### config.mk
export PLATFORM = sky130hd
export DESIGN_NAME = source_token_scanner_core
export DESIGN_NICKNAME = d
export VERILOG_FILES = /design/src/stsc_pkg.sv /design/src/source_token_scanner_core.sv /design/src/stsc_front.sv /design/src/stsc_queue.sv /design/src/stsc_back.sv
export VERILOG_INCLUDE_DIRS = /design/src /design/src/src
export SDC_FILE = /design/constraint.sdc
export NUM_CORES = 1
export LEC_CHECK = 0
export BUFFER_PORTS_ARGS = -buffer_cell sky130_fd_sc_hd__buf_2
export CAP_MARGIN = 0
export CORE_UTILIZATION = 35
export DETAILED_ROUTE_END_ITERATION = 8
export GPL_TIMING_DRIVEN = 0
export PLACE_DENSITY_LB_ADDON = 0.05
export SLEW_MARGIN = 10
export SYNTH_ARGS = -nofsm -noshare
export SYNTH_HDL_FRONTEND = slang
export SYNTH_SLANG_ARGS = --single-unit
### constraint.sdc
create_clock -name clk -period 5 [get_ports clk]
set_input_delay 0.25 -clock clk [delete_from_list [all_inputs] [get_ports clk]]
set_output_delay 0.25 -clock clk [all_outputs]
set_load 0.02 [all_outputs]
### src/source_token_scanner_core_assert.svh
// Assertion macros for the source token scanner.
// Defining ASSERT_OFF turns every macro into an empty body.
`ifndef SOURCE_TOKEN_SCANNER_CORE_ASSERT_SVH
`define SOURCE_TOKEN_SCANNER_CORE_ASSERT_SVH
`ifndef ASSERT_OFF
`define STSC_ASSERT_IMPL(lbl, clk, rst_n, pre, post) \
	lbl: assert property (@(posedge clk) disable iff (!rst_n) (pre) |-> (post)) \
		else $error("stsc: assertion failed");
`define STSC_ASSERT_NEXT(lbl, clk, rst_n, pre, post) \
	lbl: assert property (@(posedge clk) disable iff (!rst_n) (pre) |=> (post)) \
		else $error("stsc: assertion failed");
`else
`define STSC_ASSERT_IMPL(lbl, clk, rst_n, pre, post)
`define STSC_ASSERT_NEXT(lbl, clk, rst_n, pre, post)
`endif
`endif

### src/stsc_pkg.sv
// Shared types, codes and helper functions of the source token scanner.
// No dependencies; used by every module of the block.
`default_nettype none
package stsc_pkg;

	localparam int POS_W   = 16;
	localparam int QDEPTH  = 4;
	localparam int QPTR_W  = $clog2(QDEPTH);
	localparam int QCNT_W  = $clog2(QDEPTH + 1);
	localparam int Q_ROOM  = QDEPTH - 2;

	typedef logic [POS_W-1:0] pos_t;

	localparam logic [4:0] KIND_END       = 5'd0;
	localparam logic [4:0] KIND_NUMBER    = 5'd1;
	localparam logic [4:0] KIND_IDENT     = 5'd2;
	localparam logic [4:0] KIND_BEGIN     = 5'd3;
	localparam logic [4:0] KIND_END_KW    = 5'd4;
	localparam logic [4:0] KIND_ASSIGN    = 5'd5;
	localparam logic [4:0] KIND_EQUAL     = 5'd6;
	localparam logic [4:0] KIND_OP_BASE   = 5'd7;
	localparam logic [4:0] KIND_UNKNOWN   = 5'd17;
	localparam logic [4:0] KIND_DOUBLE_US = 5'd18;
	localparam logic [4:0] KIND_TRAIL_US  = 5'd19;

	localparam logic [7:0] CH_END   = 8'h24;
	localparam logic [7:0] CH_TILDE = 8'h7E;
	localparam logic [7:0] CH_EQ    = 8'h3D;
	localparam logic [7:0] CH_US    = 8'h5F;
	localparam logic [7:0] CH_SPACE = 8'h20;
	localparam logic [7:0] CH_TAB   = 8'h09;
	localparam logic [7:0] CH_NL    = 8'h0A;

	typedef enum logic [4:0] {
		MODE_IDLE = 5'b00001,
		MODE_NUM  = 5'b00010,
		MODE_ID   = 5'b00100,
		MODE_EQ   = 5'b01000,
		MODE_COMM = 5'b10000
	} mode_t;

	typedef enum logic [1:0] {
		KW_NONE  = 2'd0,
		KW_BEGIN = 2'd1,
		KW_END   = 2'd2
	} kw_t;

	typedef struct packed {
		logic [4:0]  kind;
		logic [15:0] start;
		logic [15:0] length;
		logic [7:0]  ubyte;
		logic        last;
	} token_t;

	typedef struct packed {
		logic   a_v;
		logic   b_v;
		token_t a;
		token_t b;
	} push_t;

	typedef struct packed {
		logic idle;
	} fstat_t;

	typedef struct packed {
		logic       hit;
		logic [4:0] kind;
	} op_t;

	function automatic logic is_digit(logic [7:0] b);
		return (b >= 8'h30) && (b <= 8'h39);
	endfunction

	function automatic logic is_letter(logic [7:0] b);
		return ((b >= 8'h61) && (b <= 8'h7A)) || ((b >= 8'h41) && (b <= 8'h5A));
	endfunction

	function automatic logic is_blank(logic [7:0] b);
		return (b == CH_SPACE) || (b == CH_TAB) || (b == CH_NL);
	endfunction

	function automatic pos_t sat_inc(pos_t v);
		return (v == '1) ? v : v + POS_W'(1);
	endfunction

	function automatic logic [15:0] clip16(pos_t v);
		logic [31:0] w;
		w = 32'(v);
		return (w > 32'h0000_FFFF) ? 16'hFFFF : w[15:0];
	endfunction

	function automatic op_t op_kind(logic [7:0] b);
		op_t r;
		r.hit = 1'b1;
		unique case (b)
			8'h28: r.kind = KIND_OP_BASE + 5'd0;
			8'h29: r.kind = KIND_OP_BASE + 5'd1;
			8'h7B: r.kind = KIND_OP_BASE + 5'd2;
			8'h7D: r.kind = KIND_OP_BASE + 5'd3;
			8'h2B: r.kind = KIND_OP_BASE + 5'd4;
			8'h2D: r.kind = KIND_OP_BASE + 5'd5;
			8'h2A: r.kind = KIND_OP_BASE + 5'd6;
			8'h2F: r.kind = KIND_OP_BASE + 5'd7;
			8'h3B: r.kind = KIND_OP_BASE + 5'd8;
			8'h2C: r.kind = KIND_OP_BASE + 5'd9;
			default: begin
				r.hit  = 1'b0;
				r.kind = KIND_UNKNOWN;
			end
		endcase
		return r;
	endfunction

	function automatic kw_t kw_next(kw_t kw, pos_t idx, logic [7:0] b);
		logic ok;
		ok = 1'b0;
		unique case (kw)
			KW_BEGIN: ok = (idx == POS_W'(0) && b == 8'h62) || (idx == POS_W'(1) && b == 8'h65)
				|| (idx == POS_W'(2) && b == 8'h67) || (idx == POS_W'(3) && b == 8'h69)
				|| (idx == POS_W'(4) && b == 8'h6E);
			KW_END: ok = (idx == POS_W'(0) && b == 8'h65) || (idx == POS_W'(1) && b == 8'h6E)
				|| (idx == POS_W'(2) && b == 8'h64);
			default: ok = 1'b0;
		endcase
		return ok ? kw : KW_NONE;
	endfunction

	function automatic token_t mk_token(logic [4:0] kind, pos_t start, pos_t len,
		logic [7:0] ub);
		token_t t;
		t.kind   = kind;
		t.start  = clip16(start);
		t.length = clip16(len);
		t.ubyte  = ub;
		t.last   = 1'b0;
		return t;
	endfunction

endpackage
`default_nettype wire

### src/source_token_scanner_core.sv
// Top level of the source token scanner: front end, token queue, back end.
// Depends on stsc_pkg, stsc_front, stsc_queue, stsc_back and the assert header.
//
// The scanner takes one source byte per cycle unless stalled and turns it into
// zero, one or two tokens (kind, start, length, unknown byte, last-of-run
// flag); '$' flushes any open token, emits an end token and restarts byte
// positions at zero. The front end state machine classifies a byte in the
// cycle it is accepted and writes its tokens into a four-entry queue; an output
// register drains the queue at one token per cycle when not stalled. Tokens
// pass through the queue and then the output register; a byte's second token
// follows its first. Input is held off while the queue holds more than two
// tokens, so the sustained rate is one byte per cycle as long as the token
// stream averages at most one token per byte and the output is not stalled;
// two-token bytes back-to-back are bound by the one-token-per-cycle output side.
`default_nettype none
`include "source_token_scanner_core_assert.svh"
module source_token_scanner_core (
	input  wire logic        clk,
	input  wire logic        arst_n,
	input  wire logic        in_valid,
	output logic             in_stall,
	input  wire logic [7:0]  source_byte,
	output logic             out_valid,
	input  wire logic        out_stall,
	output logic [4:0]       token_kind,
	output logic [15:0]      token_start,
	output logic [15:0]      token_length,
	output logic [7:0]       unknown_byte,
	output logic             last_of_run
);

	stsc_pkg::push_t             push;
	stsc_pkg::fstat_t            fstat;
	stsc_pkg::token_t            head, tok;
	logic                        q_valid, pop, acc;
	logic [stsc_pkg::QCNT_W-1:0] q_count;

	assign in_stall = (q_count > stsc_pkg::QCNT_W'(stsc_pkg::Q_ROOM));
	assign acc      = in_valid && !in_stall;

	stsc_front u_front (
		.clk         (clk),
		.arst_n      (arst_n),
		.acc         (acc),
		.source_byte (source_byte),
		.push        (push),
		.stat        (fstat)
	);

	stsc_queue u_queue (
		.clk     (clk),
		.arst_n  (arst_n),
		.push    (push),
		.pop     (pop),
		.head    (head),
		.q_valid (q_valid),
		.count   (q_count)
	);

	stsc_back u_back (
		.clk       (clk),
		.arst_n    (arst_n),
		.head      (head),
		.q_valid   (q_valid),
		.pop       (pop),
		.out_stall (out_stall),
		.out_valid (out_valid),
		.tok       (tok)
	);

	assign token_kind   = tok.kind;
	assign token_start  = tok.start;
	assign token_length = tok.length;
	assign unknown_byte = tok.ubyte;
	assign last_of_run  = tok.last;

	`STSC_ASSERT_IMPL(a_q_bound, clk, arst_n, 1'b1, q_count <= stsc_pkg::QCNT_W'(stsc_pkg::QDEPTH))
	`STSC_ASSERT_NEXT(a_end_idle, clk, arst_n, acc && source_byte == stsc_pkg::CH_END, fstat.idle)
	`STSC_ASSERT_IMPL(a_run_follow, clk, arst_n, out_valid && !last_of_run, q_count != '0)

endmodule
`default_nettype wire

### src/stsc_front.sv
// Front end: scan state machine, one byte per accepted item, up to two tokens.
// Depends on stsc_pkg.
`default_nettype none
module stsc_front (
	input  wire  logic              clk,
	input  wire  logic              arst_n,
	input  wire  logic              acc,
	input  wire  logic [7:0]        source_byte,
	output stsc_pkg::push_t         push,
	output stsc_pkg::fstat_t        stat
);

	stsc_pkg::mode_t mode_q, mode_d;
	stsc_pkg::pos_t  start_q, start_d;
	stsc_pkg::pos_t  len_q, len_d;
	stsc_pkg::kw_t   kw_q, kw_d;
	logic            pu_q, pu_d;
	stsc_pkg::pos_t  pos_q, pos_d;

	stsc_pkg::token_t tok_a, tok_b;
	logic             a_v, b_v, fresh;
	stsc_pkg::op_t    op;
	logic [4:0]       ident_kind;
	logic [7:0]       b;
	logic             b_dig, b_let, b_us;

	assign b     = source_byte;
	assign b_dig = stsc_pkg::is_digit(b);
	assign b_let = stsc_pkg::is_letter(b);
	assign b_us  = (b == stsc_pkg::CH_US);
	assign op    = stsc_pkg::op_kind(b);

	always_comb begin
		if (pu_q) begin
			ident_kind = stsc_pkg::KIND_TRAIL_US;
		end else if (kw_q == stsc_pkg::KW_BEGIN && len_q == stsc_pkg::POS_W'(5)) begin
			ident_kind = stsc_pkg::KIND_BEGIN;
		end else if (kw_q == stsc_pkg::KW_END && len_q == stsc_pkg::POS_W'(3)) begin
			ident_kind = stsc_pkg::KIND_END_KW;
		end else begin
			ident_kind = stsc_pkg::KIND_IDENT;
		end
	end

	always_comb begin
		mode_d  = mode_q;
		start_d = start_q;
		len_d   = len_q;
		kw_d    = kw_q;
		pu_d    = pu_q;
		pos_d   = stsc_pkg::sat_inc(pos_q);
		tok_a   = '0;
		tok_b   = '0;
		a_v     = 1'b0;
		b_v     = 1'b0;
		fresh   = 1'b0;
		if (b == stsc_pkg::CH_END) begin
			unique case (mode_q)
				stsc_pkg::MODE_NUM: begin
					a_v   = 1'b1;
					tok_a = stsc_pkg::mk_token(stsc_pkg::KIND_NUMBER, start_q, len_q, 8'h00);
				end
				stsc_pkg::MODE_ID: begin
					a_v   = 1'b1;
					tok_a = stsc_pkg::mk_token(ident_kind, start_q, len_q, 8'h00);
				end
				stsc_pkg::MODE_EQ: begin
					a_v   = 1'b1;
					tok_a = stsc_pkg::mk_token(stsc_pkg::KIND_ASSIGN, start_q,
						stsc_pkg::POS_W'(1), 8'h00);
				end
				default: a_v = 1'b0;
			endcase
			b_v     = 1'b1;
			tok_b   = stsc_pkg::mk_token(stsc_pkg::KIND_END, pos_q, '0, 8'h00);
			mode_d  = stsc_pkg::MODE_IDLE;
			start_d = '0;
			len_d   = '0;
			kw_d    = stsc_pkg::KW_NONE;
			pu_d    = 1'b0;
			pos_d   = '0;
		end else begin
			unique case (mode_q)
				stsc_pkg::MODE_NUM: begin
					if (b_dig) begin
						len_d = stsc_pkg::sat_inc(len_q);
					end else begin
						a_v   = 1'b1;
						tok_a = stsc_pkg::mk_token(stsc_pkg::KIND_NUMBER, start_q, len_q, 8'h00);
						fresh = 1'b1;
					end
				end
				stsc_pkg::MODE_ID: begin
					if (b_let || b_dig || b_us) begin
						if (b_us && pu_q) begin
							a_v   = 1'b1;
							tok_a = stsc_pkg::mk_token(stsc_pkg::KIND_DOUBLE_US, start_q, len_q,
								8'h00);
							fresh = 1'b1;
						end else begin
							kw_d  = stsc_pkg::kw_next(kw_q, len_q, b);
							len_d = stsc_pkg::sat_inc(len_q);
							pu_d  = b_us;
						end
					end else begin
						a_v   = 1'b1;
						tok_a = stsc_pkg::mk_token(ident_kind, start_q, len_q, 8'h00);
						fresh = 1'b1;
					end
				end
				stsc_pkg::MODE_EQ: begin
					a_v = 1'b1;
					if (b == stsc_pkg::CH_EQ) begin
						tok_a  = stsc_pkg::mk_token(stsc_pkg::KIND_EQUAL, start_q,
							stsc_pkg::POS_W'(2), 8'h00);
						mode_d = stsc_pkg::MODE_IDLE;
					end else begin
						tok_a = stsc_pkg::mk_token(stsc_pkg::KIND_ASSIGN, start_q,
							stsc_pkg::POS_W'(1), 8'h00);
						fresh = 1'b1;
					end
				end
				stsc_pkg::MODE_COMM: begin
					if (b == stsc_pkg::CH_NL) begin
						mode_d = stsc_pkg::MODE_IDLE;
					end
				end
				stsc_pkg::MODE_IDLE: fresh = 1'b1;
				default: fresh = 1'b1;
			endcase
			if (fresh) begin
				mode_d = stsc_pkg::MODE_IDLE;
				if (stsc_pkg::is_blank(b)) begin
					mode_d = stsc_pkg::MODE_IDLE;
				end else if (b == stsc_pkg::CH_TILDE) begin
					mode_d = stsc_pkg::MODE_COMM;
				end else if (b_dig || b_let || b == stsc_pkg::CH_EQ) begin
					start_d = pos_q;
					len_d   = stsc_pkg::POS_W'(1);
					if (b == stsc_pkg::CH_EQ) begin
						mode_d = stsc_pkg::MODE_EQ;
					end else if (b_dig) begin
						mode_d = stsc_pkg::MODE_NUM;
					end else begin
						mode_d = stsc_pkg::MODE_ID;
						pu_d   = 1'b0;
						if (b == 8'h62) begin
							kw_d = stsc_pkg::KW_BEGIN;
						end else if (b == 8'h65) begin
							kw_d = stsc_pkg::KW_END;
						end else begin
							kw_d = stsc_pkg::KW_NONE;
						end
					end
				end else begin
					b_v = 1'b1;
					if (op.hit) begin
						tok_b = stsc_pkg::mk_token(op.kind, pos_q, stsc_pkg::POS_W'(1), 8'h00);
					end else begin
						tok_b = stsc_pkg::mk_token(stsc_pkg::KIND_UNKNOWN, pos_q,
							stsc_pkg::POS_W'(1), b);
					end
				end
			end
		end
		if (b_v) begin
			tok_b.last = 1'b1;
		end else if (a_v) begin
			tok_a.last = 1'b1;
		end
	end

	always_ff @(posedge clk or negedge arst_n) begin
		if (!arst_n) begin
			mode_q  <= stsc_pkg::MODE_IDLE;
			start_q <= '0;
			len_q   <= '0;
			kw_q    <= stsc_pkg::KW_NONE;
			pu_q    <= 1'b0;
			pos_q   <= '0;
		end else if (acc) begin
			mode_q  <= mode_d;
			start_q <= start_d;
			len_q   <= len_d;
			kw_q    <= kw_d;
			pu_q    <= pu_d;
			pos_q   <= pos_d;
		end
	end

	assign push.a_v  = acc && a_v;
	assign push.b_v  = acc && b_v;
	assign push.a    = tok_a;
	assign push.b    = tok_b;
	assign stat.idle = (mode_q == stsc_pkg::MODE_IDLE) && (pos_q == '0);

endmodule
`default_nettype wire

### src/stsc_queue.sv
// Token queue between front and back: two writes and one read per cycle.
// Depends on stsc_pkg.
`default_nettype none
module stsc_queue (
	input  wire  logic                        clk,
	input  wire  logic                        arst_n,
	input  wire  stsc_pkg::push_t             push,
	input  wire  logic                        pop,
	output stsc_pkg::token_t                  head,
	output logic                              q_valid,
	output logic [stsc_pkg::QCNT_W-1:0]       count
);

	stsc_pkg::token_t mem [stsc_pkg::QDEPTH];

	logic [stsc_pkg::QPTR_W-1:0] wr_q, rd_q;
	logic [stsc_pkg::QCNT_W-1:0] cnt_q;
	logic [1:0]                  n_push;

	assign n_push  = {1'b0, push.a_v} + {1'b0, push.b_v};
	assign head    = mem[rd_q];
	assign q_valid = (cnt_q != '0);
	assign count   = cnt_q;

	always_ff @(posedge clk) begin
		if (push.a_v && push.b_v) begin
			mem[wr_q]                                   <= push.a;
			mem[stsc_pkg::QPTR_W'(wr_q + 1'b1)]         <= push.b;
		end else if (push.a_v) begin
			mem[wr_q] <= push.a;
		end else if (push.b_v) begin
			mem[wr_q] <= push.b;
		end
	end

	always_ff @(posedge clk or negedge arst_n) begin
		if (!arst_n) begin
			wr_q  <= '0;
			rd_q  <= '0;
			cnt_q <= '0;
		end else begin
			wr_q  <= stsc_pkg::QPTR_W'(wr_q + stsc_pkg::QPTR_W'(n_push));
			if (pop) begin
				rd_q <= stsc_pkg::QPTR_W'(rd_q + 1'b1);
			end
			cnt_q <= stsc_pkg::QCNT_W'(cnt_q + stsc_pkg::QCNT_W'(n_push)
				- stsc_pkg::QCNT_W'(pop));
		end
	end

endmodule
`default_nettype wire

### src/stsc_back.sv
// Back end: output register that takes tokens from the queue and holds them
// while the output channel stalls. Depends on stsc_pkg.
`default_nettype none
module stsc_back (
	input  wire  logic       clk,
	input  wire  logic       arst_n,
	input  wire  stsc_pkg::token_t head,
	input  wire  logic       q_valid,
	output logic             pop,
	input  wire  logic       out_stall,
	output logic             out_valid,
	output stsc_pkg::token_t tok
);

	logic             valid_q;
	stsc_pkg::token_t tok_q;

	assign pop       = q_valid && (!valid_q || !out_stall);
	assign out_valid = valid_q;
	assign tok       = tok_q;

	always_ff @(posedge clk) begin
		if (pop) begin
			tok_q <= head;
		end
	end

	always_ff @(posedge clk or negedge arst_n) begin
		if (!arst_n) begin
			valid_q <= 1'b0;
		end else if (pop) begin
			valid_q <= 1'b1;
		end else if (!out_stall) begin
			valid_q <= 1'b0;
		end
	end

endmodule
`default_nettype wire

==> results.cfg <==
[floorplanning]
rows = 72
die_area_sq_um = 40700
die_width_um = 202
core-area_sq_um = 39000
io_pins = 60
chipHeight_um = 202
initial_core_util_pct = 35.8

[synth]
avgSynthCellArea_sq_um = 12.7
synth_warnings = 0
synth_nets = 1123
ys_seq_area_share_pct = 56.7
synth-edff-count = 170
ys_ff_latch = 294
synth_cell_types = 87
netlist_instances = 1096
netlist_area_sq_um = 14000
async_flop_share_pct = 21.8
synth_ff_type = edfxtp_1

[grt]
grt_max_degree = 48
overflow = 0
antenna_found_initial = 0
grt_pass1_wl_um = 61100
first_global_vias = 9755
grt_usage_pct = 19.9

[status]
status = complete, no violations

[sta]
setup_tns_ns = 0
tightest_slew_ns = 1.22
fmax_mhz = 209
finalMaxSlewViolations = 0
layout_setup_ws_ns = 0.212
slew_headroom_pct = 18.3
holdWs_ns = 0.139
setup_violations = 0
layout_min_cycle_time_ns = 4.79
finalHoldViolations = 0
final.setup_skew_ns = 0.0238
layout_worst_path_cycle_share_pct = 95.8

[hold_path]
hold_path_class = input port to asynchronous set/reset pin

[worst_setup_path]
crit_fanout = 16
reg2reg_depth = 16
start_kind = input port
endpoint_kind = flop
worstPathRequired_ns = 5.29
r2r-end = u_queue.mem[0][6]
reg2reg_from = u_front.mode_q[3]
worstPathArrival_ns = 5.08
r2r_slack_ns = 0.39
crit_type = input port to flop

[power]
leakage_nw = 5.88
vdd_ir_drop_max_uv = 242
powerDensity_nw_per_um2 = 481

[finish]
n_antenna_cell = 0
final_util_pct = 41.7
mostFrequentLayoutCells = edfxtp_1, a22o_1, buf_2
area_growth_pct = 16.5
layout.nets = 1222
drive_gt1_share_pct = 19.1
fin_area_sq_um = 16300
final_common_cell = edfxtp_1

[clocking]
cts_root_buf = clkbuf_16
cts_max_path_buffers = 3
clock_sinks = 294
cts_buffers = 35
clkLatencyLatePin_ns = 0.56
cts.reportedPaths.clkPinSlew_ns = 0.05
ctsHtreeMaxLevel = 2
cts_tree = done
cts_setup_buffers = 0

[route]
dr.pass1.iters = 5
drt_iter0_drc = 609
via_per_inst = 5.59
antenna_left = 0
vias = 9723
post-route-drc-count = 0
wl_um = 40000
avgRoutedWirePerCell_um = 23.0

[placement]
gp_congestion = 0.864
port_buffers = 58
postPlaceCellArea_sq_um = 15100
dpl.hpwl_um = 28400
dp_worst_setup_slack_ns = -0.544

[job]
max_cap_viol_count = 0
[stage by stage]
stage / power [W] / cells
4_1_cts: 0.00793 / 1745
3_3_place_gp: 0.00529 / 1672
5_1_grt: 0.00819 / 1740
6_report: 0.00781 / 1740
3_5_place_dp: 0.00535 / 1679
2_1_floorplan: 0.00457 / 1096
[cells in the mapped netlist, types with 5 or more instances]
library cell	n	area (sq um)
o21ai_0	33	165
a31oi_1	15	93.8
nor2b_1	9	56.3
or3_1	9	56.3
xnor2_1	9	78.8
o21ai_1	5	25.0
a32o_1	45	450
buf_1	9	33.8
nand2_1	65	244
o22ai_1	9	56.3
clkbuf_1	60	225
mux4_2	46	1040
a21o_1	12	90.1
a21oi_1	27	135
inv_1	31	116
nor2_2	5	31.3
ha_1	14	175
nor3_1	17	85.1
and3_1	10	62.6
dfrtp_1	63	1580
edfxtp_1	170	5100
nand3b_1	6	45.0
o31ai_1	7	52.6
and2_1	40	250
o41ai_1	5	43.8
nand4b_1	5	43.8
dfxtp_1	60	1200
nor2_1	46	173
nand4_1	10	62.6
nor4_1	9	56.3
buf_6	6	67.6
nand3_1	19	95.1
nand2b_1	6	37.5
a22o_1	100	876
buf_2	22	110
o32ai_1	7	61.3
[per-layer routing]
| layer | wire (um) | global-route usage, % | vias up |
|---|---|---|---|
| met5 | 0 | 0 | - |
| met4 | 1140 | 7.22 | 0 |
| met1 | 18800 | 27.4 | 4894 |
| met2 | 18500 | 31.8 | 255 |
| met3 | 1530 | 3.08 | 70 |
| li1 | - | - | 4504 |
[logic make-up (layout without fill, tap and decap cells)]
kind of cell,after synthesis,in the layout,synth area share [%]
compound gates,312,312,18.3
xor+xnor,13,13,0.816
flops,294,294,56.7
mux,49,49,7.66
simple gates,282,282,11.1
buf+inv,131,257,4.11
fa+ha+maj,15,15,1.40
[worst max path at each step]
| stage | start | depth (start not counted) | end |
|---|---|---|---|
| after detailed placement | source_byte[2] | 15 | u_queue.mem[3][8] |
| after CTS | u_front.mode_q[3] | 18 | u_queue.mem[2][8] |
| after floorplan | u_back.out_valid | 8 | u_queue.count[2] |
| after global placement | u_queue.count[2] | 9 | u_queue.count[2] |
| after global routing | source_byte[2] | 14 | u_queue.mem[3][8] |
| final | source_byte[2] | 15 | u_queue.mem[0][6] |
[power breakdown]
part	internal [W]	total [W]	switching [W]
clock network	0.00151	0.00254	0.00103
registers	0.00301	0.00317	0.000163
logic	0.000748	0.00211	0.00136
[state kept, by name, summed over array words and instances, names as in the netlist, 3 cells and up]
register	count
u_queue.mem	184
u_back.tok	46
u_front.len_q	16
u_front.pos_q	16
u_front.start_q	16
u_front.mode_q	5
u_queue.count	3
[area by class of cell]
type	count	area (sq um)
fillers	3672	22700
clock inverters	13	133
inverters	31	131
multi-input cells	671	5500
repair buffers	67	498
clock buffers	51	1010
well taps	518	648
plain buffers	95	439
flip-flops and latches	294	7910
[worst max-delay path, stage by stage]
cell	delay, ns
buf_2	0.15
a21oi_1	0.22
o22ai_4	0.13
o31ai_1	1.02
nor2_1	0.34
and3_1	0.29
clkbuf_2	0.17
o21ai_0	0.25
inv_1	0.10
ha_1	0.28
and3_1	0.23
nor2_1	0.51
clkbuf_1	0.60
inv_4	0.27
buf_16	0.25
[repair_timing]
item | in CTS | in global routing
hold endpoints to repair | 65 | 0
setup endpoints to repair | 31 | 183
hold buffers | 2 | 0
pin swaps | 0 | 0
gates resized for setup | 2 | 11
(Power assumes the default switching activity.)
